===== config.mk =====
export PLATFORM = sky130hd
export DESIGN_NAME = deadline_ordered_timer_table_top
export DESIGN_NICKNAME = d
export VERILOG_FILES = /design/src/sv/dott_pkg.sv /design/src/sv/dott_ram.sv /design/src/sv/dott_ctrl.sv /design/src/sv/dott_dp.sv /design/src/sv/deadline_ordered_timer_table_top.sv
export VERILOG_INCLUDE_DIRS = /design/src /design/src/sv
export SDC_FILE = /design/constraint.sdc
export NUM_CORES = 2
export LEC_CHECK = 0
export BUFFER_PORTS_ARGS = -buffer_cell sky130_fd_sc_hd__buf_4
export CAP_MARGIN = 0
export CORE_MARGIN = 8
export CORE_UTILIZATION = 61
export DETAILED_ROUTE_END_ITERATION = 16
export PLACE_DENSITY = 0.78
export SKIP_CTS_REPAIR_TIMING = 1
export SLEW_MARGIN = 20
export SYNTH_ARGS = -nofsm -noshare
export SYNTH_HDL_FRONTEND = slang
export SYNTH_HIERARCHICAL = 1
export SYNTH_SLANG_ARGS = --single-unit

===== constraint.sdc =====
create_clock -name i_clk -period 24.5 [get_ports i_clk]
set_clock_uncertainty 0.2 [all_clocks]
set_input_delay 4.9 -clock i_clk [delete_from_list [all_inputs] [get_ports i_clk]]
set_output_delay 4.9 -clock i_clk [all_outputs]
set_load 0.1 [all_outputs]

===== src/sv/deadline_ordered_timer_table_top_assert.svh =====
// Assertion macros used by the timer table datapath.
`ifndef DEADLINE_ORDERED_TIMER_TABLE_TOP_ASSERT_SVH
`define DEADLINE_ORDERED_TIMER_TABLE_TOP_ASSERT_SVH

// Check a property on every clock edge outside reset.
`define DOTT_ASSERT(lbl, prop) \
    lbl: assert property (@(posedge i_clk) disable iff (!i_rst_n) prop) \
        else $error("timer table check failed");

// Check a property on every clock edge, reset included.
`define DOTT_ASSERT_ALWAYS(lbl, prop) \
    lbl: assert property (@(posedge i_clk) prop) \
        else $error("timer table check failed");

`endif


===== src/sv/dott_pkg.sv =====
// Shared constants and types of the timer table.
`timescale 1ns / 1ps
package dott_pkg;
    localparam int SLOTS = 16;
    localparam int SW    = (SLOTS > 1) ? $clog2(SLOTS) : 1;
    localparam int TW    = 64;
    localparam int CW    = 3;
    localparam int IDW   = 4;
    localparam int WW    = 32;
    localparam logic [WW-1:0] WINDOW_RST = 32'd3600000;

    localparam logic [CW-1:0] CMD_ADD     = 3'd0;
    localparam logic [CW-1:0] CMD_CANCEL  = 3'd1;
    localparam logic [CW-1:0] CMD_REFRESH = 3'd2;
    localparam logic [CW-1:0] CMD_RESET   = 3'd3;
    localparam logic [CW-1:0] CMD_EXPIRE  = 3'd4;
    localparam logic [CW-1:0] CMD_QUERY   = 3'd5;

    typedef enum logic [2:0] {
        K_NONE, K_FRONT, K_MARK, K_MIN, K_SEL
    } t_kind;

    typedef enum logic [3:0] {
        ST_NONE, ST_LATCH, ST_PREP, ST_EXEC, ST_SCAN,
        ST_AFTER, ST_RARM_RD, ST_RARM, ST_EMIT
    } t_step;

    typedef struct packed {
        t_step         step;
        logic [SW-1:0] idx;
    } t_ctl;

    typedef struct packed {
        t_kind kind;
        logic  any_mark;
        logic  out_free;
    } t_sts;
endpackage


===== src/sv/dott_ram.sv =====
// Generic single-write, single-read RAM with registered read data.
`timescale 1ns / 1ps
module dott_ram #(
    parameter int WIDTH = 64,
    parameter int DEPTH = 16
) (
    input  logic                                        i_clk,
    input  logic                                        i_we,
    input  logic [((DEPTH > 1) ? $clog2(DEPTH) : 1)-1:0] i_waddr,
    input  logic [WIDTH-1:0]                            i_wdata,
    input  logic [((DEPTH > 1) ? $clog2(DEPTH) : 1)-1:0] i_raddr,
    output logic [WIDTH-1:0]                            o_rdata
);
    logic [WIDTH-1:0] r_mem [DEPTH];
    logic [WIDTH-1:0] r_rdata;

    always_ff @(posedge i_clk) begin
        if (i_we) begin
            r_mem[i_waddr] <= i_wdata;
        end
        r_rdata <= r_mem[i_raddr];
    end

    assign o_rdata = r_rdata;
endmodule


===== src/sv/dott_ctrl.sv =====
// Command sequencer of the timer table.
`timescale 1ns / 1ps
module dott_ctrl (
    input  logic          i_clk,
    input  logic          i_rst_n,
    input  logic          i_valid,
    output logic          o_stall,
    input  dott_pkg::t_sts i_sts,
    output dott_pkg::t_ctl o_ctl
);
    import dott_pkg::*;

    typedef enum logic [8:0] {
        S_IDLE  = 9'b000000001,
        S_PREP  = 9'b000000010,
        S_EXEC  = 9'b000000100,
        S_ROUTE = 9'b000001000,
        S_SCAN  = 9'b000010000,
        S_DRAIN = 9'b000100000,
        S_AFTER = 9'b001000000,
        S_RD    = 9'b010000000,
        S_EMIT  = 9'b100000000
    } t_state;

    t_state        r_state, n_state;
    logic [SW-1:0] r_idx, n_idx;
    logic          r_rearm, n_rearm;

    always_comb begin
        n_state    = r_state;
        n_idx      = r_idx;
        n_rearm    = 1'b0;
        o_ctl.step = ST_NONE;
        o_ctl.idx  = r_idx;
        case (r_state)
            S_IDLE: begin
                if (i_valid) begin
                    o_ctl.step = ST_LATCH;
                    n_state    = S_PREP;
                end
            end
            S_PREP: begin
                o_ctl.step = ST_PREP;
                n_state    = S_EXEC;
            end
            S_EXEC: begin
                o_ctl.step = ST_EXEC;
                n_state    = S_ROUTE;
            end
            S_ROUTE: begin
                n_idx   = '0;
                n_state = (i_sts.kind == K_NONE) ? S_EMIT : S_SCAN;
            end
            S_SCAN: begin
                o_ctl.step = ST_SCAN;
                if (r_idx == SW'(SLOTS - 1)) begin
                    n_state = S_DRAIN;
                end else begin
                    n_idx = r_idx + 1'b1;
                end
            end
            S_DRAIN: begin
                n_state = S_AFTER;
            end
            S_AFTER: begin
                o_ctl.step = ST_AFTER;
                n_idx      = '0;
                case (i_sts.kind)
                    K_MARK:  n_state = i_sts.any_mark ? S_SCAN : S_EMIT;
                    K_SEL:   n_state = S_RD;
                    default: n_state = S_EMIT;
                endcase
            end
            S_RD: begin
                // read the interval first, then re-arm or drop the slot
                if (r_rearm) begin
                    o_ctl.step = ST_RARM;
                    n_state    = S_EMIT;
                end else begin
                    o_ctl.step = ST_RARM_RD;
                    n_rearm    = 1'b1;
                end
            end
            S_EMIT: begin
                if (i_sts.out_free) begin
                    o_ctl.step = ST_EMIT;
                    n_idx      = '0;
                    n_state    = (i_sts.kind == K_SEL && i_sts.any_mark) ? S_SCAN : S_IDLE;
                end
            end
            default: n_state = S_IDLE;
        endcase
    end

    always_ff @(posedge i_clk) begin
        if (!i_rst_n) begin
            r_state <= S_IDLE;
            r_idx   <= '0;
            r_rearm <= 1'b0;
        end else begin
            r_state <= n_state;
            r_idx   <= n_idx;
            r_rearm <= n_rearm;
        end
    end

    assign o_stall = (r_state != S_IDLE);
endmodule


===== src/sv/dott_dp.sv =====
// Slot storage, scan compare and result register of the timer table.
`timescale 1ns / 1ps
`include "deadline_ordered_timer_table_top_assert.svh"
module dott_dp (
    input  logic                     i_clk,
    input  logic                     i_rst_n,
    input  dott_pkg::t_ctl           i_ctl,
    output dott_pkg::t_sts           o_sts,
    input  logic                     i_cfg_we,
    input  logic [dott_pkg::WW-1:0]  i_cfg_data,
    input  logic [dott_pkg::CW-1:0]  i_command,
    input  logic [dott_pkg::IDW-1:0] i_slot_id,
    input  logic [dott_pkg::TW-1:0]  i_interval,
    input  logic                     i_repeat_mode,
    input  logic                     i_start_from_now,
    input  logic [dott_pkg::TW-1:0]  i_now_time,
    input  logic                     i_stall,
    output logic                     o_valid,
    output logic [dott_pkg::IDW-1:0] o_result_slot,
    output logic                     o_success,
    output logic                     o_expired_valid,
    output logic                     o_last_of_run,
    output logic [dott_pkg::TW-1:0]  o_time_to_next,
    output logic                     o_front_notice,
    output logic                     o_any_armed
);
    import dott_pkg::*;

    // latched command
    logic [CW-1:0]  r_cmd;
    logic [IDW-1:0] r_sid;
    logic [TW-1:0]  r_ivl, r_now, r_tgt_d, r_best_d, r_prev_now;
    logic           r_rep, r_fromnow, r_free;
    logic [SW-1:0]  r_tgt, r_best, r_si;
    logic [WW-1:0]  r_window;
    logic           r_notice, r_roll, r_best_v, r_front_ok, r_sv, r_final_any;
    logic [SLOTS-1:0] r_armed, r_rec, r_mark;
    t_kind          r_kind;

    // pending result
    logic [IDW-1:0] r_res_slot;
    logic           r_res_succ, r_res_exp, r_res_last, r_res_front;
    logic [TW-1:0]  r_res_ttn;

    // output register
    logic           r_ovalid;
    logic [IDW-1:0] r_o_slot;
    logic           r_o_succ, r_o_exp, r_o_last, r_o_front, r_o_any;
    logic [TW-1:0]  r_o_ttn;

    logic           free_found;
    logic [SW-1:0]  free_idx;
    logic           sid_ok, tgt_armed, same_reset, cand, ahead;
    logic [TW-1:0]  rd_dl, rd_ivl, old_ivl, dl_base, dl_add, dl_wdata;
    logic           dl_we, ivl_we;
    logic [SW-1:0]  raddr, waddr;
    logic [SLOTS-1:0] best_hot;

    always_comb begin
        free_found = 1'b0;
        free_idx   = '0;
        for (int i = SLOTS - 1; i >= 0; i--) begin
            if (!r_armed[i]) begin
                free_found = 1'b1;
                free_idx   = SW'(i);
            end
        end
    end

    assign sid_ok     = (32'(r_sid) < SLOTS);
    assign tgt_armed  = r_armed[r_tgt] && ((r_cmd == CMD_ADD) || sid_ok);
    assign old_ivl    = sid_ok ? rd_ivl : '0;
    assign same_reset = (r_ivl == old_ivl) && !r_fromnow;
    assign best_hot   = SLOTS'(1) << r_best;

    // deadline write: base plus interval, shared by add, refresh, reset and re-arm
    always_comb begin
        dl_we   = 1'b0;
        ivl_we  = 1'b0;
        waddr   = r_tgt;
        dl_base = r_now;
        dl_add  = r_ivl;
        case (i_ctl.step)
            ST_EXEC: begin
                case (r_cmd)
                    CMD_ADD: begin
                        dl_we  = r_free;
                        ivl_we = r_free;
                    end
                    CMD_REFRESH: begin
                        dl_we  = tgt_armed;
                        dl_add = rd_ivl;
                    end
                    CMD_RESET: begin
                        dl_we  = tgt_armed && !same_reset;
                        ivl_we = tgt_armed && !same_reset;
                        if (!r_fromnow) begin
                            dl_base = rd_dl - old_ivl;
                        end
                    end
                    default: ;
                endcase
            end
            ST_RARM: begin
                waddr  = r_best;
                dl_we  = r_rec[r_best];
                dl_add = rd_ivl;
            end
            default: ;
        endcase
        dl_wdata = dl_base + dl_add;
    end

    always_comb begin
        case (i_ctl.step)
            ST_SCAN:    raddr = i_ctl.idx;
            ST_RARM_RD: raddr = r_best;
            default:    raddr = r_tgt;
        endcase
    end

    dott_ram #(.WIDTH(TW), .DEPTH(SLOTS)) u_dl_ram (
        .i_clk   (i_clk),
        .i_we    (dl_we),
        .i_waddr (waddr),
        .i_wdata (dl_wdata),
        .i_raddr (raddr),
        .o_rdata (rd_dl)
    );

    dott_ram #(.WIDTH(TW), .DEPTH(SLOTS)) u_ivl_ram (
        .i_clk   (i_clk),
        .i_we    (ivl_we),
        .i_waddr (waddr),
        .i_wdata (r_ivl),
        .i_raddr (raddr),
        .o_rdata (rd_ivl)
    );

    assign cand  = (r_kind == K_SEL) ? r_mark[r_si] : r_armed[r_si];
    // target stays ahead of the scanned slot in (deadline, slot) order
    assign ahead = (r_tgt_d < rd_dl) || ((r_tgt_d == rd_dl) && (r_tgt < r_si));

    always_ff @(posedge i_clk) begin
        if (!i_rst_n) begin
            r_armed    <= '0;
            r_mark     <= '0;
            r_prev_now <= '0;
            r_notice   <= 1'b0;
            r_window   <= WINDOW_RST;
            r_kind     <= K_NONE;
            r_sv       <= 1'b0;
            r_best_v   <= 1'b0;
            r_ovalid   <= 1'b0;
        end else begin
            if (i_cfg_we) begin
                r_window <= i_cfg_data;
            end
            if (!i_stall && (i_ctl.step != ST_EMIT)) begin
                r_ovalid <= 1'b0;
            end
            r_sv <= (i_ctl.step == ST_SCAN);
            r_si <= i_ctl.idx;

            if (r_sv) begin
                case (r_kind)
                    K_FRONT: begin
                        if (r_armed[r_si] && (r_si != r_tgt) && !ahead) begin
                            r_front_ok <= 1'b0;
                        end
                    end
                    K_MARK: r_mark[r_si] <= r_armed[r_si] && (r_roll || rd_dl <= r_now);
                    default: begin
                        if (cand && (!r_best_v || rd_dl < r_best_d)) begin
                            r_best_v <= 1'b1;
                            r_best   <= r_si;
                            r_best_d <= rd_dl;
                        end
                    end
                endcase
            end

            case (i_ctl.step)
                ST_LATCH: begin
                    r_cmd     <= i_command;
                    r_sid     <= i_slot_id;
                    r_ivl     <= i_interval;
                    r_rep     <= i_repeat_mode;
                    r_fromnow <= i_start_from_now;
                    r_now     <= i_now_time;
                    r_free    <= free_found;
                    r_tgt     <= (i_command == CMD_ADD) ? free_idx : SW'(i_slot_id);
                    r_kind    <= K_NONE;
                end
                ST_EXEC: begin
                    r_res_exp   <= 1'b0;
                    r_res_last  <= 1'b1;
                    r_res_ttn   <= '0;
                    r_res_front <= 1'b0;
                    r_res_succ  <= 1'b0;
                    r_res_slot  <= '0;
                    r_kind      <= K_NONE;
                    case (r_cmd)
                        CMD_ADD: begin
                            if (r_free) begin
                                r_armed[r_tgt] <= 1'b1;
                                r_rec[r_tgt]   <= r_rep;
                                r_tgt_d        <= dl_wdata;
                                r_res_succ     <= 1'b1;
                                r_res_slot     <= IDW'(r_tgt);
                                r_kind         <= r_notice ? K_NONE : K_FRONT;
                            end
                        end
                        CMD_CANCEL: begin
                            r_res_slot <= r_sid;
                            r_res_succ <= tgt_armed;
                            if (tgt_armed) begin
                                r_armed[r_tgt] <= 1'b0;
                            end
                        end
                        CMD_REFRESH: begin
                            r_res_slot <= r_sid;
                            r_res_succ <= tgt_armed;
                        end
                        CMD_RESET: begin
                            r_res_slot <= r_sid;
                            if (same_reset) begin
                                r_res_succ <= 1'b1;
                            end else begin
                                r_res_succ <= tgt_armed;
                                r_tgt_d    <= dl_wdata;
                                if (tgt_armed && !r_notice) begin
                                    r_kind <= K_FRONT;
                                end
                            end
                        end
                        CMD_EXPIRE: begin
                            if (|r_armed) begin
                                r_roll     <= (r_now < r_prev_now) &&
                                              (r_now < r_prev_now - TW'(r_window));
                                r_prev_now <= r_now;
                                r_kind     <= K_MARK;
                            end
                        end
                        CMD_QUERY: begin
                            r_notice <= 1'b0;
                            r_kind   <= K_MIN;
                        end
                        default: ;
                    endcase
                end
                ST_SCAN: begin
                    if (i_ctl.idx == '0) begin
                        r_best_v   <= 1'b0;
                        r_front_ok <= 1'b1;
                    end
                end
                ST_AFTER: begin
                    case (r_kind)
                        K_FRONT: begin
                            if (r_front_ok) begin
                                r_notice    <= 1'b1;
                                r_res_front <= 1'b1;
                            end
                            r_kind <= K_NONE;
                        end
                        K_MARK: begin
                            // every marked slot is reported, so the final armed set is known now
                            r_final_any <= |(r_armed & ~(r_mark & ~r_rec));
                            r_kind      <= (|r_mark) ? K_SEL : K_NONE;
                        end
                        K_MIN: begin
                            r_res_succ <= 1'b1;
                            if (!r_best_v) begin
                                r_res_ttn <= '1;
                            end else if (r_now >= r_best_d) begin
                                r_res_ttn <= '0;
                            end else begin
                                r_res_ttn <= r_best_d - r_now;
                            end
                            r_kind <= K_NONE;
                        end
                        default: ;
                    endcase
                end
                ST_RARM: begin
                    if (!r_rec[r_best]) begin
                        r_armed[r_best] <= 1'b0;
                    end
                    r_mark[r_best] <= 1'b0;
                    r_res_slot     <= IDW'(r_best);
                    r_res_succ     <= 1'b1;
                    r_res_exp      <= 1'b1;
                    r_res_last     <= ((r_mark & ~best_hot) == '0);
                end
                ST_EMIT: begin
                    r_ovalid  <= 1'b1;
                    r_o_slot  <= r_res_slot;
                    r_o_succ  <= r_res_succ;
                    r_o_exp   <= r_res_exp;
                    r_o_last  <= r_res_last;
                    r_o_ttn   <= r_res_ttn;
                    r_o_front <= r_res_front;
                    r_o_any   <= (r_kind == K_SEL) ? r_final_any : |r_armed;
                end
                default: ;
            endcase
        end
    end

    assign o_sts.kind     = r_kind;
    assign o_sts.any_mark = |r_mark;
    assign o_sts.out_free = !r_ovalid || !i_stall;

    assign o_valid         = r_ovalid;
    assign o_result_slot   = r_o_slot;
    assign o_success       = r_o_succ;
    assign o_expired_valid = r_o_exp;
    assign o_last_of_run   = r_o_last;
    assign o_time_to_next  = r_o_ttn;
    assign o_front_notice  = r_o_front;
    assign o_any_armed     = r_o_any;

    `DOTT_ASSERT(a_mark_armed, ((r_mark & ~r_armed) == '0))
    `DOTT_ASSERT(a_emit_loads, (i_ctl.step == ST_EMIT) |=> o_valid)
    `DOTT_ASSERT(a_exp_success, o_valid && o_expired_valid |-> o_success && !o_front_notice)
endmodule


===== src/sv/deadline_ordered_timer_table_top.sv =====
// Top level of the deadline-ordered timer table.
`timescale 1ns / 1ps
// Sixteen timer slots kept in two small RAMs (deadline, interval) with armed and
// recurring bits in flops. One command is worked at a time. Add, cancel, refresh and
// reset run without a slot scan, but an add or reset that may raise the front notice
// adds one slot scan; a query scans every slot once; an expire does no scan with no
// slot armed, and else one scan to mark the due slots and one more per reported slot.
// Scans are bound by the single read port of the deadline RAM, which every scan walks
// one slot per cycle. A finished result waits in the output register while the next
// command is taken.
module deadline_ordered_timer_table_top (
    input  logic                     i_clk,
    input  logic                     i_rst_n,
    input  logic                     i_cfg_we,
    input  logic [dott_pkg::WW-1:0]  i_cfg_data,
    input  logic                     i_valid,
    output logic                     o_stall,
    input  logic [dott_pkg::CW-1:0]  i_command,
    input  logic [dott_pkg::IDW-1:0] i_slot_id,
    input  logic [dott_pkg::TW-1:0]  i_interval,
    input  logic                     i_repeat_mode,
    input  logic                     i_start_from_now,
    input  logic [dott_pkg::TW-1:0]  i_now_time,
    output logic                     o_valid,
    input  logic                     i_stall,
    output logic [dott_pkg::IDW-1:0] o_result_slot,
    output logic                     o_success,
    output logic                     o_expired_valid,
    output logic                     o_last_of_run,
    output logic [dott_pkg::TW-1:0]  o_time_to_next,
    output logic                     o_front_notice,
    output logic                     o_any_armed
);
    import dott_pkg::*;

    t_ctl ctl;
    t_sts sts;

    dott_ctrl u_ctrl (
        .i_clk   (i_clk),
        .i_rst_n (i_rst_n),
        .i_valid (i_valid),
        .o_stall (o_stall),
        .i_sts   (sts),
        .o_ctl   (ctl)
    );

    dott_dp u_dp (
        .i_clk            (i_clk),
        .i_rst_n          (i_rst_n),
        .i_ctl            (ctl),
        .o_sts            (sts),
        .i_cfg_we         (i_cfg_we),
        .i_cfg_data       (i_cfg_data),
        .i_command        (i_command),
        .i_slot_id        (i_slot_id),
        .i_interval       (i_interval),
        .i_repeat_mode    (i_repeat_mode),
        .i_start_from_now (i_start_from_now),
        .i_now_time       (i_now_time),
        .i_stall          (i_stall),
        .o_valid          (o_valid),
        .o_result_slot    (o_result_slot),
        .o_success        (o_success),
        .o_expired_valid  (o_expired_valid),
        .o_last_of_run    (o_last_of_run),
        .o_time_to_next   (o_time_to_next),
        .o_front_notice   (o_front_notice),
        .o_any_armed      (o_any_armed)
    );
endmodule


==> results.yml <==
layout:
  drive_gt1_share_pct: 17.1
  fin_util_pct: 68.7
  final_cell_mix: "edfxtp_1 (2490), nand2_1 (698), ha_1 (544)"
  stdcell_count: 11500
  mostFrequentLayoutCell: "edfxtp_1"
  area_growth_pct: 11.8
  nets: 9357
floorplan:
  start_util_pct: 61.4
  die_w_um: 467
  ios: 249
  num_rows: 165
  core_region_area_um2: 202000
  fp.dieArea_um2: 218000
  die_h_um: 467
critical_path:
  crit_arrival_ns: 11.93
  critPathLaunchType: "input port"
  path_max_fanout: 99
  cp_slowest_stage_delay_ns: 0.90
  cp-end-kind: "flip-flop"
  cp_slowest_cell: "xnor2_1"
  critPathBufInv: 3
  required_ns: 24.88
  regToRegSetupSlack_ns: 16.07
  path_class: "input port to flip-flop"
  crit_top_cell: "buf_4"
  reg2reg_depth: 21
  worstReg2RegEnd: "u_dp/u_dl_ram/r_mem[6][56]$_DFFE_PP_"
  cp_top_family: "compound AO/OA/AOI/OAI gates"
  r2r_start: "u_ctrl/r_state[3]$_SDFFE_PN0P_"
  path_cells: "buf_4 -> nor2b_1 -> mux2i_1 -> o311ai_1 -> nor2b_1 -> nand2_1 -> nor2_1 -> nand3b_1 -> buf_4 -> buf_4 -> nand2_1 -> o21ai_0 -> ha_1 -> nand4_1 -> nor3_1 -> o311a_1 -> o21ai_2 -> o31ai_2 -> a31oi_1 -> o41ai_2 -> a21oi_1 -> xnor2_1"
detailed_routing:
  vias: 78400
  wire_per_inst_um: 31.9
  first_iter_violations: 10500
  drc: 0
  ant_nets: 0
  totalWireLength_um: 367000
  drtPass1Iterations: 8
  via_per_inst: 6.80
cts:
  numCtsBuffers: 293
  cts.clk_slew.worst_paths_ns: 0.06
  root_buffer: "clkbuf_16"
  htreeDepth: 5
  clock_sinks: 2767
  cts_buffer_depth: 4
  clock_latency_ns: 0.96
  cts_tree: "yes"
global_routing:
  grt_max_degree: 100
  overflow: 0
  grt_pass1_vias: 77400
  grt_util_all_layers_pct: 32.9
  grt_antenna_before_repair: 8
  grt_pass1_wl_um: 525000
placed_design:
  dp_hpwl_um: 229000
  pre_cts_slack_ns: 12.14
  numPlacedInstances: 11000
  gp_congestion: 1.00
  io_buffers: 248
timing:
  setup_tns_ns: 0
  period_share_pct: 47.1
  slew_viol_final: 0
  slew_headroom_pct: 20.3
  worst_slew_pin_slew_ns: 1.19
  setup_ws_ns: 12.95
  rsz0062_at_grt: "false"
  finalCriticalPeriod_ns: 11.55
  hold_viol: 0
  setup_viol: 0
  fmax_mhz: 86.6
run_status:
  status: "finished clean"
hold_path:
  hp-class: "flip-flop to flip-flop"
  holdPathStages: 0
  hp-start: "u_dp/r_res_ttn[51]$_SDFFCE_PN0P_"
  hold-path-endpoint: "u_dp/o_time_to_next[51]$_DFFE_PP_"
logic_synthesis:
  ys_types: 104
  netlist_instances: 8281
  ys_warn_count: 6
  postSynthAreaPerCell_um2: 15.0
  ys_seq_area_share_pct: 64.7
  synth-seq-cells: 2767
  synth_edf_count: 2490
  yosysTopAreaCell: "edfxtp_1"
  ys_top_cells_by_area: "edfxtp_1 (60%), mux4_2 (9.6%), ha_1 (5.5%), dfxtp_1 (4.5%), nand2_1 (2.1%)"
  async_flop_share_pct: 0
  netlist_area_um2: 124000
  synth_ff_type: "edfxtp_1"
  synth_fp_nets: 9003
  synth_top_area_share_pct: 60.2
power:
  powerDensity_nw_per_um2: 96.4
  ir_worst_vdd_mv: 0.0812
  p_leak_nw: 49.3
  p_total_mw: 13.4
job:
  cap_viol_max_count: 0
## kinds of logic after synthesis
group / share of synthesized area, %
DFF: 64.7
AOI/OAI and AO/OA: 9.14
and+or+nand+nor: 6.04
buffers and inverters: 2.60
muxes: 9.94
adders and majority gates: 5.54
xor gates and xnor gates: 2.07
## registers in the layout, summed over array words and instances (netlist names), 9 cells and up, named ones only
| register | count |
|---|---|
| u_dp/r_best_d | 64 |
| u_dp/r_now | 64 |
| u_dp/u_ivl_ram/o_rdata | 64 |
| u_dp/u_ivl_ram/r_mem | 1024 |
| u_dp/u_dl_ram/r_mem | 1024 |
| u_dp/r_rec | 16 |
| u_dp/r_mark | 16 |
| u_dp/o_time_to_next | 64 |
| u_dp/r_res_ttn | 64 |
| u_ctrl/r_state | 9 |
| u_dp/u_dl_ram/o_rdata | 64 |
| u_dp/r_ivl | 64 |
| u_dp/r_window | 32 |
| u_dp/r_tgt_d | 64 |
| u_dp/r_prev_now | 64 |
## cell usage after synthesis, types with 39 or more instances
cell,instances
a22oi_1,260
inv_1,437
o21bai_1,39
nand4_1,145
a21oi_1,407
edfxtp_1,2490
xnor2_1,193
xor2_1,101
nand2b_1,66
a21boi_0,97
a21o_1,229
nor3_1,75
dfxtp_1,277
buf_2,41
nor2_1,252
o21a_1,44
nand3_1,72
ha_1,544
nor2b_1,98
o21ai_0,363
clkbuf_1,236
nand2_1,698
mux4_2,532
## worst reg2reg max path, stage by stage, from the launching register on
cell and delay [ns]:
dfxtp_1 0.39, nor4_4 0.47, nand2_1 0.27, o311ai_1 0.50, nor2b_1 0.63, nand2_1 0.18, nor2_1 0.36, nand3b_1 0.13
buf_4 0.24, buf_4 0.37, nand2_1 0.19, o21ai_0 0.10, ha_1 0.54, nand4_1 0.22, nor3_1 0.37, o311a_1 0.34
o21ai_2 0.16, o31ai_2 0.51, a31oi_1 0.34, o41ai_2 0.54, a21oi_1 0.17, xnor2_1 0.90
## through the flow
step	hold slack, ns	instance area [um^2]
after floorplan	0.200	124000
after global placement	0.202	129000
after detailed placement	0.205	130000
after CTS	0.218	139000
after global routing	0.219	139000
final	0.217	139000
## per-layer routing
layer | global-route usage (%) | wire, um | up-vias | part of all wire, %
met2 | 52.5 | 172000 | 5174 | 47
met1 | 43.0 | 135000 | 39300 | 37
li1 | - | - | 32900 | -
met5 | 0 | 7 | - | 0.0019
met4 | 17.0 | 22900 | 2 | 6.2
met3 | 7.16 | 38400 | 1030 | 10
## cell type report
class	instances	area, um^2
Inverter	437	1640
Sequential cell	2767	80300
Clock inverter	132	1200
Timing Repair Buffer	405	3070
Tap cell	2672	3340
Clock buffer	381	8050
Fill cell	13000	63400
Antenna cell	8	20.0
Multi-Input combinational cell	4731	41300
## power by group
group	internal, mW	total [mW]	switching (mW)
clock	2.52	4.34	1.82
sequential	5.73	6.07	0.343
combinational	1.06	2.99	1.92
## worst max path at each step
stage	startpoint	endpoint	slack [ns]	depth (start not counted)
after floorplan	i_valid	u_dp/r_cmd[0]$_DFFE_PP_	7.44	5
after global placement	i_valid	u_dp/u_dl_ram/r_mem[8][62]$_DFFE_PP_	12.33	22
after detailed placement	i_valid	u_dp/u_dl_ram/r_mem[5][54]$_DFFE_PP_	12.14	22
after CTS	i_valid	u_dp/u_dl_ram/r_mem[5][54]$_DFFE_PP_	13.09	22
after global routing	i_valid	u_dp/u_dl_ram/r_mem[11][56]$_DFFE_PP_	12.41	22
final	i_valid	u_dp/u_dl_ram/r_mem[6][56]$_DFFE_PP_	12.95	22
Power figures use the tool's default switching activity.
